==> src/rtl/core/bufuart_pkg.sv <==
// Package for the buffered UART FIFO block: sizes, command codes, item structs
// and pointer helpers. Used by bufuart_fifo and buffered_uart_fifo_status_top.
package bufuart_pkg;

  localparam int FIFO_SIZE = 16;
  localparam int PTR_W     = (FIFO_SIZE > 1) ? $clog2(FIFO_SIZE) : 1;
  localparam int CNT_W     = 4;
  localparam int DATA_W    = 8;
  localparam int ERR_W     = 5;

  localparam logic [2:0] CMD_LINE_RX  = 3'd0;
  localparam logic [2:0] CMD_HOST_RD  = 3'd1;
  localparam logic [2:0] CMD_HOST_WR  = 3'd2;
  localparam logic [2:0] CMD_LINE_RDY = 3'd3;
  localparam logic [2:0] CMD_CLEAR    = 3'd4;

  localparam int ERR_FRAME  = 0;
  localparam int ERR_OVRRUN = 1;
  localparam int ERR_PARITY = 2;
  localparam int ERR_RX_OVF = 3;
  localparam int ERR_TX_OVF = 4;

  localparam int STS_FRAME  = 4;
  localparam int STS_OVRRUN = 3;
  localparam int STS_PARITY = 2;

  typedef logic [PTR_W-1:0] ptr_t;

  typedef struct packed {
    logic [2:0]        cmd;
    logic [DATA_W-1:0] data_in;
    logic [7:0]        line_status;
    logic [ERR_W-1:0]  clear_mask;
  } in_item_t;

  typedef struct packed {
    logic [DATA_W-1:0] data_out;
    logic              data_valid;
    logic              push_ok;
    logic [CNT_W-1:0]  rx_count;
    logic [CNT_W-1:0]  tx_count;
    logic [ERR_W-1:0]  error_flags;
    logic              tx_request_enable;
  } out_item_t;

  typedef struct packed {
    logic push;
    logic pop;
  } fifo_req_t;

  typedef struct packed {
    logic             full;
    logic             empty;
    logic [CNT_W-1:0] count;
  } fifo_stat_t;

  function automatic ptr_t ptr_inc(input ptr_t p);
    ptr_t n;
    if (p == PTR_W'(FIFO_SIZE - 1)) begin
      n = '0;
    end else begin
      n = p + ptr_t'(1);
    end
    return n;
  endfunction

endpackage

==> src/rtl/core/bufuart_fifo.sv <==
// Ring FIFO with one slot kept free: synchronous registered-read memory plus pointers.
// Depends on bufuart_pkg.
module bufuart_fifo (
  input  logic                          clk,
  input  logic                          rst,
  input  bufuart_pkg::fifo_req_t        req,
  input  logic [bufuart_pkg::DATA_W-1:0] din,
  output bufuart_pkg::fifo_stat_t       stat,
  output logic [bufuart_pkg::DATA_W-1:0] rdata
);

  logic [bufuart_pkg::DATA_W-1:0] mem [bufuart_pkg::FIFO_SIZE];
  bufuart_pkg::ptr_t wr_ptr;
  bufuart_pkg::ptr_t rd_ptr;
  logic [bufuart_pkg::PTR_W:0] fill;
  logic [bufuart_pkg::PTR_W+bufuart_pkg::CNT_W:0] fill_ext;

  always_ff @(posedge clk) begin
    if (req.push) begin
      mem[wr_ptr] <= din;
    end
    if (req.pop) begin
      rdata <= mem[rd_ptr];
    end
  end

  always_ff @(posedge clk) begin
    if (rst) begin
      wr_ptr <= '0;
      rd_ptr <= '0;
    end else begin
      if (req.push) begin
        wr_ptr <= bufuart_pkg::ptr_inc(wr_ptr);
      end
      if (req.pop) begin
        rd_ptr <= bufuart_pkg::ptr_inc(rd_ptr);
      end
    end
  end

  always_comb begin
    fill = {1'b0, wr_ptr} - {1'b0, rd_ptr};
    if (wr_ptr < rd_ptr) begin
      fill = fill + (bufuart_pkg::PTR_W+1)'(bufuart_pkg::FIFO_SIZE);
    end
    fill_ext   = (bufuart_pkg::PTR_W+bufuart_pkg::CNT_W+1)'(fill);
    stat.count = fill_ext[bufuart_pkg::CNT_W-1:0];
    stat.empty = (wr_ptr == rd_ptr);
    stat.full  = (bufuart_pkg::ptr_inc(wr_ptr) == rd_ptr);
  end

endmodule

==> src/rtl/core/buffered_uart_fifo_status_top.sv <==
// Top level of the buffered UART front end: command decode, sticky flags,
// transmit request enable and the result register. Depends on bufuart_pkg, bufuart_fifo.

// Each accepted item is held in the pend register: the FIFO memories are accessed at the
// accept edge and their registered read data lands in the result register in the
// following cycle, so a new item is taken only once the last has left pend and no result
// is stalled. Receive and transmit FIFOs each hold FIFO_SIZE-1 bytes; only one
// item is in flight, so a memory write always completes before any later read.
// Counts report the low four bits of each fill level.
module buffered_uart_fifo_status_top (
  input  logic                   clk,
  input  logic                   rst,
  input  logic                   in_valid,
  output logic                   in_stall,
  input  bufuart_pkg::in_item_t  in_item,
  output logic                   out_valid,
  input  logic                   out_stall,
  output bufuart_pkg::out_item_t out_item
);

  bufuart_pkg::fifo_req_t  rx_req;
  bufuart_pkg::fifo_req_t  tx_req;
  bufuart_pkg::fifo_stat_t rx_stat;
  bufuart_pkg::fifo_stat_t tx_stat;
  logic [bufuart_pkg::DATA_W-1:0] rx_rdata;
  logic [bufuart_pkg::DATA_W-1:0] tx_rdata;

  logic                          accept;
  logic                          pend;
  logic                          pend_valid;
  logic                          pend_tx;
  logic                          pend_ok;
  logic [bufuart_pkg::ERR_W-1:0] errors;
  logic [bufuart_pkg::ERR_W-1:0] errors_next;
  logic                          tx_en;
  logic                          tx_en_next;
  logic                          ok_next;

  bufuart_fifo u_rx_fifo (
    .clk   (clk),
    .rst   (rst),
    .req   (rx_req),
    .din   (in_item.data_in),
    .stat  (rx_stat),
    .rdata (rx_rdata)
  );

  bufuart_fifo u_tx_fifo (
    .clk   (clk),
    .rst   (rst),
    .req   (tx_req),
    .din   (in_item.data_in),
    .stat  (tx_stat),
    .rdata (tx_rdata)
  );

  assign in_stall = pend | (out_valid & out_stall);
  assign accept   = in_valid & ~in_stall;

  always_comb begin
    rx_req      = '0;
    tx_req      = '0;
    errors_next = errors;
    tx_en_next  = tx_en;
    ok_next     = 1'b0;
    unique case (in_item.cmd)
      bufuart_pkg::CMD_LINE_RX: begin
        errors_next[bufuart_pkg::ERR_FRAME]  = errors[bufuart_pkg::ERR_FRAME]
                                             | in_item.line_status[bufuart_pkg::STS_FRAME];
        errors_next[bufuart_pkg::ERR_OVRRUN] = errors[bufuart_pkg::ERR_OVRRUN]
                                             | in_item.line_status[bufuart_pkg::STS_OVRRUN];
        errors_next[bufuart_pkg::ERR_PARITY] = errors[bufuart_pkg::ERR_PARITY]
                                             | in_item.line_status[bufuart_pkg::STS_PARITY];
        if (rx_stat.full) begin
          errors_next[bufuart_pkg::ERR_RX_OVF] = 1'b1;
        end else begin
          rx_req.push = accept;
          ok_next     = 1'b1;
        end
      end
      bufuart_pkg::CMD_HOST_RD: begin
        rx_req.pop = accept & ~rx_stat.empty;
      end
      bufuart_pkg::CMD_HOST_WR: begin
        if (tx_stat.full) begin
          errors_next[bufuart_pkg::ERR_TX_OVF] = 1'b1;
        end else begin
          tx_req.push = accept;
          ok_next     = 1'b1;
          tx_en_next  = 1'b1;
        end
      end
      bufuart_pkg::CMD_LINE_RDY: begin
        if (tx_en) begin
          if (tx_stat.empty) begin
            tx_en_next = 1'b0;
          end else begin
            tx_req.pop = accept;
          end
        end
      end
      bufuart_pkg::CMD_CLEAR: begin
        errors_next = errors & ~in_item.clear_mask;
      end
      default: begin
      end
    endcase
  end

  always_ff @(posedge clk) begin
    if (rst) begin
      pend      <= 1'b0;
      errors    <= '0;
      tx_en     <= 1'b0;
      out_valid <= 1'b0;
    end else begin
      if (accept) begin
        pend       <= 1'b1;
        errors     <= errors_next;
        tx_en      <= tx_en_next;
        pend_valid <= rx_req.pop | tx_req.pop;
        pend_tx    <= tx_req.pop;
        pend_ok    <= ok_next;
      end
      if (pend) begin
        pend      <= 1'b0;
        out_valid <= 1'b1;
      end else if (out_valid & ~out_stall) begin
        out_valid <= 1'b0;
      end
    end
  end

  always_ff @(posedge clk) begin
    if (pend) begin
      out_item.data_out          <= pend_valid ? (pend_tx ? tx_rdata : rx_rdata) : '0;
      out_item.data_valid        <= pend_valid;
      out_item.push_ok           <= pend_ok;
      out_item.rx_count          <= rx_stat.count;
      out_item.tx_count          <= tx_stat.count;
      out_item.error_flags       <= errors;
      out_item.tx_request_enable <= tx_en;
    end
  end

endmodule
==> config.mk <==
export PLATFORM = sky130hd
export DESIGN_NAME = buffered_uart_fifo_status_top
export DESIGN_NICKNAME = d
export VERILOG_FILES = /design/src/rtl/core/bufuart_pkg.sv /design/src/rtl/core/bufuart_fifo.sv /design/src/rtl/core/buffered_uart_fifo_status_top.sv
export SDC_FILE = /design/constraint.sdc
export NUM_CORES = 1
export LEC_CHECK = 0
export ABC_CLOCK_PERIOD_IN_PS = 3900
export BUFFER_PORTS_ARGS = -buffer_cell sky130_fd_sc_hd__buf_2
export CAP_MARGIN = 20
export CORE_AREA = 10 10 192 194
export CTS_CLUSTER_SIZE = 40
export DETAILED_ROUTE_END_ITERATION = 8
export DIE_AREA = 0 0 202 204
export GPL_ROUTABILITY_DRIVEN = 0
export GPL_TIMING_DRIVEN = 0
export MAX_ROUTING_LAYER = met4
export SLEW_MARGIN = 10
export SYNTH_ARGS = -nofsm -noshare
export SYNTH_HDL_FRONTEND = slang
export SYNTH_SLANG_ARGS = --single-unit
export TNS_END_PERCENT = 50
==> constraint.sdc <==
create_clock -name clk -period 3.9 [get_ports clk]
set_input_delay 0.39 -clock clk [delete_from_list [all_inputs] [get_ports clk]]
set_output_delay 0.39 -clock clk [all_outputs]
set_load 0.01 [all_outputs]
==> impl_metrics.toml, run 1 <==
[run_status]
status = "finished clean"

[setup_path]
crit_fanout = 13
worstPathRequired_ps = 4350
cp.arrival_ps = 3940
worstSetupPathType = "reg2reg"
critPathCaptureType = "flip-flop"
startpoint_type = "flip-flop"

[logic_synthesis]
ys_seq_area_share_pct = 72.4
muxShareOfSynthArea_pct = 13.7
yosysUniqueCellTypes = 57
synth_async_sr_flop_share_pct = 0
synthTopCellsByArea = "edfxtp_1, mux4_2, dfxtp_1"
synth-xor-area-share_pct = 1.05
synth_top_family_by_area = "multiplexers"
postSynthCellCount = 693
syn_nets = 741
synth_compound_area_share_pct = 3.34
yosysTopAreaCell = "edfxtp_1"
synth-simple-area-share_pct = 5.70
yosysWarnings = 0
netlist_area_um2 = 13100
synth_seq_cells = 323
synth.most_common_cell = "edfxtp_1"
synth_top_area_share_pct = 68.7
synthTopCellsByCount = "edfxtp_1, mux4_2, and3_1"
synthAdderAreaFrac_pct = 2.03
ys.flop_type = "edfxtp_1"
synth_edf_count = 299
syn_avg_cell_area_um2 = 18.9

[timing]
fin_hold_ws_ps = 38.3
finalWorstSetupSlack_ps = 410
fin_crit_ps = 3490
hold_viol = 0
max_freq_mhz = 287
setup_tns_ps = 0
worst_slew_pin_slew_ps = 990
rsz0062_at_grt = "no"
setup_violations = 0
slew_headroom_pct = 33.8
maxSlewViolCount = 0
period_share_pct = 89.5
clock_skew_ps = 9.02

[cells_and_area]
fin_nets = 822
n_antenna_cell = 0
utilization_pct = 44.7
drive_gt1_share_pct = 23.6
syn2layout_area_growth_pct = 13.3
nFillCells = 2856

[grt]
antenna_found_initial = 0
grt_pass1_wl_um = 41900
gr-usage-met1_pct = 18.8
top_usage_layer = "met2"
overflow = 0
grt_pass1_vias = 6682
grtUsageMet2_pct = 20.8
grt_usage_pct = 13.6
met3_usage_pct = 2.28
grt_max_degree = 33

[hold_path]
min_path_type = "in2reg"

[pwr]
p_leak_nw = 4.88
total_power_mw = 6.72
vdd.ir_drop.worst_v = 0.000250
power.density_nw_per_um2 = 454

[routing]
firstDrtPassIters = 5
via_count = 6592
drt-initial-drc-count = 550
antenna_left = 0
post_drt_wl_per_cell_um = 22.2
viasPerCell = 5.30
drcViolationCount = 0
drt-total-wl_um = 27700

[die]
start_util_pct = 39.5
ios = 54
die_width_um = 202
fp.dieH_um = 204
rows = 67
core_um2 = 33100
die_area_um2 = 41200

[clocking]
cts_tree = "yes"
insertion_delay_ps = 560
clockRootBuffer = "clkbuf_16"
cts_sinks = 323
h-tree-depth = 1
clock_path_buffers = 3
cts_setup_buffers = 0
cts_buffers = 31
path_clk_slew_ps = 60
cts_resized = 0
ctsHoldBuffers = 0

[placement]
io_buffers = 47
place_ws_ps = 330
dp_hpwl_um = 18200

[flow_run]
drv_cap = 0
[report_power, final]
part / internal (mW) / switching (mW) / leakage, nW
clock: 1.53 / 1.23 / 0.442
combinational: 0.0439 / 0.111 / 1.54
sequential: 3.80 / 0.0100 / 2.90
[per-stage QoR]
step                      instances  instance area (µm²)
after floorplan                 693                13100
after global placement         1188                13900
after detailed placement       1188                13900
after CTS                      1243                14800
after global routing           1244                14800
final                          1244                14800
[flip-flops by register name (all words and copies together) (netlist names), 5 cells and up]
register	cells
u_rx_fifo.mem	128
u_tx_fifo.mem	128
out_item	24
u_rx_fifo.rdata	8
u_tx_fifo.rdata	8
errors	5
[routing by layer]
layer	vias to the layer above	wire length, µm
li1	2951	-
met2	184	12800
met1	3420	12900
met4	0	421
met5	-	0
met3	37	1590
[worst paths after layout]
path / depth (start not counted) / slack [ps] / end / start
hold / removal: 2 / 40 / errors[0] / in_item[0]
hold reg to reg: 0 / 430 / out_item[14] / pend_ok
setup / recovery: 9 / 410 / u_tx_fifo.rd_ptr[3] / u_tx_fifo.rd_ptr[1]
setup reg to reg: 9 / 410 / u_tx_fifo.rd_ptr[3] / u_tx_fifo.rd_ptr[1]
[kinds of logic (layout without fill, tap and decap cells)]
family	Yosys count	in the layout
AOI/OAI and AO/OA	65	65
xor gates and xnor gates	14	14
adders and majority gates	20	20
buffers and inverters	53	156
DFF	323	323
muxes	88	88
and+or+nand+nor	130	130
[cell type report]
| class | count | area, µm² | area share [%] |
|---|---|---|---|
| multi-input combinational | 317 | 3370 | 22.8 |
| clock inverter | 16 | 119 | 0.803 |
| tap | 448 | 561 | 3.79 |
| inverter | 20 | 75.1 | 0.507 |
| clock buffer | 39 | 806 | 5.44 |
| sequential | 323 | 9460 | 63.9 |
| timing repair buffer | 48 | 250 | 1.69 |
| buffer | 33 | 159 | 1.07 |
[critical path, cell delays in order (launching register included)]
cell      delay, ps
dfxtp_1         390
clkbuf_1        530
buf_1           550
inv_1           100
ha_1            330
nand3_1         120
o211ai_1        170
nor2_1          810
a41oi_1         220
o21a_1          150
[placed cells by master, fill, tap and decap left out, types with 2 or more instances in the layout]
master,n
a211oi_1,9
a21o_1,3
a21oi_1,17
a311oi_1,2
a31oi_1,13
a41oi_1,2
and2_1,13
and3_1,30
and4_1,5
buf_1,4
buf_2,56
buf_4,4
clkbuf_1,22
clkbuf_16,31
clkinv_1,8
clkinv_2,4
clkinvlp_4,3
dfxtp_1,24
edfxtp_1,299
fa_1,2
ha_1,18
inv_1,18
mux2_2,2
mux2i_1,13
mux4_2,72
nand2_1,28
nand2b_1,5
nand3_1,4
nand4_1,5
nor2_1,16
nor2b_1,13
nor3_1,2
o21ai_0,8
xnor2_1,8
xor2_1,5
No activity file was read; power rests on OpenSTA's default activity.
==> run 2: changes to the inputs <==
--- a/config.mk
+++ b/config.mk
@@ -9,6 +9,7 @@
 export BUFFER_PORTS_ARGS = -buffer_cell sky130_fd_sc_hd__buf_2
 export CAP_MARGIN = 20
 export CORE_AREA = 10 10 192 194
+export CTS_BUF_LIST = sky130_fd_sc_hd__clkbuf_16
 export CTS_CLUSTER_SIZE = 40
 export DETAILED_ROUTE_END_ITERATION = 8
 export DIE_AREA = 0 0 202 204
==> impl_metrics.toml, run 2 (synthesis results as in run 1) <==
[clocking]
ctsHoldBuffers = 0
cts_tree = "yes"
h-tree-depth = 1
cts_sinks = 323
clock_path_buffers = 3
cts_resized = 0
clockRootBuffer = "clkbuf_16"
insertion_delay_ps = 560
cts_buffers = 31
path_clk_slew_ps = 60
cts_setup_buffers = 0

[setup_path]
max_stage_delay_ps = 810
critical_path.cell_chain = "clkbuf_1 > buf_1 > inv_1 > ha_1 > nand3_1 > o211ai_1 > nor2_1 > a41oi_1 > o21a_1"
slowest_stage = "nor2_1"
worstPathRequired_ps = 4350
crit_fanout = 13
critPathCaptureType = "flip-flop"
cp_top_family = "buffers and inverters"
startpoint_type = "flip-flop"
cp.arrival_ps = 3940
worstSetupPathType = "reg2reg"
cp.buffers_inverters = 3

[routing]
viasPerCell = 5.31
firstDrtPassIters = 5
post_drt_wl_per_cell_um = 22.2
drt-total-wl_um = 27700
via_count = 6602
antenna_left = 0
drcViolationCount = 0
drt-initial-drc-count = 551

[cells_and_area]
instances_no_fill = 1244
fin_area_um2 = 14800
final_common_cell = "edfxtp_1"
top_regs = "u_rx_fifo.mem x128, u_tx_fifo.mem x128, out_item x24"
utilization_pct = 44.7
n_antenna_cell = 0
fin_nets = 822
syn2layout_area_growth_pct = 13.3
final_cell_mix = "edfxtp_1, mux4_2, buf_2, clkbuf_16, and3_1"
drive_gt1_share_pct = 23.6

[timing]
hold_viol = 0
slew_headroom_pct = 33.8
setup_tns_ps = 0
worst_slew_pin_slew_ps = 990
clock_skew_ps = 9.02
period_share_pct = 89.5
max_freq_mhz = 287
finalWorstSetupSlack_ps = 410
fin_crit_ps = 3490
setup_violations = 0
fin_hold_ws_ps = 38.8
rsz0062_at_grt = "no"
maxSlewViolCount = 0

[pwr]
vdd.ir_drop.worst_v = 0.000250
p_leak_nw = 4.91
power.density_nw_per_um2 = 453
total_power_mw = 6.70

[die]
core_um2 = 33100
rows = 67
die_area_um2 = 41200
die_width_um = 202
start_util_pct = 39.5
fp.dieH_um = 204
ios = 54

[placement]
place_ws_ps = 330
postPlaceCellArea_um2 = 13900
post-place-cells = 1188
dp_hpwl_um = 18200
io_buffers = 47

[grt]
overflow = 0
antenna_found_initial = 0
grt_pass1_vias = 6682
grt_usage_pct = 13.6
grt_max_degree = 33
grt_pass1_wl_um = 41900

[hold_path]
min_path_type = "in2reg"

[flow_run]
drv_cap = 0

[run_status]
status = "finished clean"
## run 2: where the power goes
part / internal [mW] / switching, mW
logic: 0.0439 / 0.111
registers: 3.80 / 0.0100
clock network: 1.50 / 1.23
total: 5.35 / 1.35
## run 2: area by class of cell
| type | count | area [µm²] |
|---|---|---|
| Fill cell | 2856 | 18300 |
| Sequential cell | 323 | 9460 |
| Multi-Input combinational cell | 317 | 3370 |
| Clock buffer | 31 | 776 |
| Tap cell | 448 | 561 |
| Timing Repair Buffer | 48 | 250 |
| Buffer | 33 | 159 |
| Clock inverter | 24 | 149 |
| Inverter | 20 | 75.1 |
## run 2: worst paths after layout
kind,end,depth (start not counted),start,slack [ps]
worst max register to register,u_tx_fifo.rd_ptr[3],9,u_tx_fifo.rd_ptr[1],410
worst max-delay path,u_tx_fifo.rd_ptr[3],9,u_tx_fifo.rd_ptr[1],410
worst min-delay path,errors[0],2,in_item[0],40
worst min register to register,out_item[14],0,pend_ok,430
## run 2: per-layer routing
layer  vias up  wire length (µm)  GRT usage (%)
met2       191             12800           20.8
li1       2951                 -              -
met3        39              1640           2.28
met5         -                 0              -
met4         0               425           2.87
met1      3421             12800           18.8
==> run 3: changes to the inputs <==
--- a/config.mk
+++ b/config.mk
@@ -5,14 +5,15 @@
 export SDC_FILE = /design/constraint.sdc
 export NUM_CORES = 1
 export LEC_CHECK = 0
+export ABC_AREA = 1
 export ABC_CLOCK_PERIOD_IN_PS = 3900
 export BUFFER_PORTS_ARGS = -buffer_cell sky130_fd_sc_hd__buf_2
 export CAP_MARGIN = 20
-export CORE_AREA = 10 10 192 194
+export CORE_AREA = 10 10 193 195
 export CTS_BUF_LIST = sky130_fd_sc_hd__clkbuf_16
 export CTS_CLUSTER_SIZE = 40
 export DETAILED_ROUTE_END_ITERATION = 8
-export DIE_AREA = 0 0 202 204
+export DIE_AREA = 0 0 203 205
 export GPL_ROUTABILITY_DRIVEN = 0
 export GPL_TIMING_DRIVEN = 0
 export MAX_ROUTING_LAYER = met4
==> impl_metrics.toml, run 3 <==
[run_status]
status = "finished clean"

[logic_synthesis]
synth_top_area_share_pct = 68.3
synth_seq_cells = 323
ys_seq_area_share_pct = 72.0
syn_avg_cell_area_um2 = 12.3
syn_nets = 1120
synth.most_common_cell = "edfxtp_1"
synth_async_sr_flop_share_pct = 0
yosysTopAreaCell = "edfxtp_1"
synthTopCellsByArea = "edfxtp_1, nor2_1, o21ai_0"
yosysWarnings = 0
netlist_area_um2 = 13100
postSynthCellCount = 1072
yosysUniqueCellTypes = 31
synth_edf_count = 299
synthTopCellsByCount = "edfxtp_1, nor2_1, o21ai_0"
ys.flop_type = "edfxtp_1"

[clocking]
cts_setup_buffers = 0
cts_buffers = 31
insertion_delay_ps = 570
clock_path_buffers = 3
cts_tree = "yes"
path_clk_slew_ps = 60
h-tree-depth = 1
cts_resized = 0
cts_sinks = 323
clockRootBuffer = "clkbuf_16"
ctsHoldBuffers = 0

[placement]
postPlaceCellArea_um2 = 14000
dp_hpwl_um = 20800
io_buffers = 48
post-place-cells = 1570

[routing]
drt-initial-drc-count = 863
firstDrtPassIters = 5
drt-total-wl_um = 31800
drcViolationCount = 0
post_drt_wl_per_cell_um = 19.5
antenna_left = 0
via_count = 8611
viasPerCell = 5.29

[pwr]
vdd.ir_drop.worst_v = 0.000286
p_leak_nw = 5.20
power.density_nw_per_um2 = 460
total_power_mw = 6.88

[setup_path]
cp.arrival_ps = 3070
ff2ff_setup_slack_ps = 1020
critical_path.cell_chain = "inv_1 > ha_1 > inv_1 > nand2_1 > nand2_1 > nor2_1 > nand3_1 > inv_1 > nand3_2 > nand3_4 > inv_2 > nand2_1 > nor2_1"
crit_end = "u_rx_fifo.mem[12][3]"
timing.rr.start = "u_rx_fifo.wr_ptr[1]"
worstPathRequired_ps = 4090
critPathLaunch = "u_rx_fifo.wr_ptr[1]"
crit_fanout = 9
slowest_stage = "nor2_1"
startpoint_type = "flip-flop"
reg2reg_depth = 13
critPathCaptureType = "flip-flop"
worstSetupPathType = "reg2reg"
reg2reg_to = "u_rx_fifo.mem[12][3]"
max_stage_delay_ps = 690

[timing]
max_freq_mhz = 347
setup_tns_ps = 0
worst_slew_pin_slew_ps = 914
period_share_pct = 73.9
setup_violations = 0
fin_crit_ps = 2880
rsz0062_at_grt = "no"
slew_headroom_pct = 38.7
hold_viol = 0
clock_skew_ps = 18.2
maxSlewViolCount = 0

[grt]
antenna_found_initial = 0
grt_pass1_vias = 8373
overflow = 0
grt_usage_pct = 15.4
grt_max_degree = 33
grt_pass1_wl_um = 48900

[hold_path]
min_path_type = "in2reg"

[cells_and_area]
utilization_pct = 45.0
final_common_cell = "edfxtp_1"
syn2layout_area_growth_pct = 13.9
n_antenna_cell = 0
multiInputGateArea_um2 = 3310
ff_latch_area_um2 = 9460
instances_no_fill = 1628
final_cell_mix = "edfxtp_1, nor2_1, o21ai_0, nand2_1, buf_2"
drive_gt1_share_pct = 10.9
fin_area_um2 = 15000
nFillCells = 3012
top_regs = "u_rx_fifo.mem x128, u_tx_fifo.mem x128, out_item x24"
fin_nets = 1203

[die]
ios = 54
fp.dieH_um = 205
start_util_pct = 39.5
core_um2 = 33300
rows = 67
die_width_um = 203
die_area_um2 = 41600

[flow_run]
drv_cap = 0
[run 3: logic make-up (layout without fill, tap and decap cells)]
kind of cell / count (synthesis) / count (layout) / synth area share (%)
buffers and inverters: 98 / 206 / 3.04
xor gates and xnor gates: 9 / 9 / 0.600
adders and majority gates: 20 / 20 / 2.02
and+or+nand+nor: 390 / 390 / 12.3
AOI/OAI and AO/OA: 232 / 232 / 10.1
DFF: 323 / 323 / 72.0
[run 3: layer usage]
| layer | wire, µm | share of wire [%] | GRT usage, % | vias to the layer above |
|---|---|---|---|---|
| met1 | 14600 | 46 | 21.5 | 4227 |
| met3 | 2680 | 8.4 | 3.13 | 42 |
| met4 | 520 | 1.6 | 3.97 | 0 |
| met5 | 0 | 0 | - | - |
| met2 | 14000 | 44 | 22.6 | 305 |
| li1 | - | - | - | 4037 |
[run 3: worst max-delay path: cells and delay by family, from the launching register on]
family	cells	cell delay, ps
adders and majority gates	1	320
DFF	1	450
buffers and inverters	4	410
and+or+nand+nor	8	1320
[run 3: how the worst min path moves through the flow]
stage	endpoint	depth (start not counted)	slack, ps	startpoint
2_1_floorplan	out_item[14]	0	400	pend_ok
3_3_place_gp	out_item[14]	0	410	pend_ok
3_5_place_dp	out_item[14]	0	420	pend_ok
4_1_cts	errors[2]	2	1	in_item[2]
5_1_grt	errors[2]	2	30	in_item[2]
6_report	errors[2]	2	20	in_item[2]
[run 3: through the flow]
stage                     worst slack, ps  hold slack [ps]
after CTS                             978             1.00
after detailed placement             1010              416
after floorplan                      1520              400
after global routing                  711             25.4
final                                1020             23.5
after global placement                673              406
[run 3: layout make-up]
cell class | count | share of cell area [%]
Buffer | 50 | 1.46
Clock buffer | 31 | 5.18
Clock inverter | 27 | 1.30
Inverter | 48 | 1.20
Multi-Input combinational cell | 651 | 22.1
Sequential cell | 323 | 63.2
Tap cell | 448 | 3.74
Timing Repair Buffer | 50 | 1.82
[run 3: report_power, final]
part           internal, mW  switching (mW)  leakage (nW)
clock network          1.63            1.24         0.520
logic                0.0535           0.143          1.79
registers              3.80          0.0167          2.90
total                  5.49            1.40          5.20
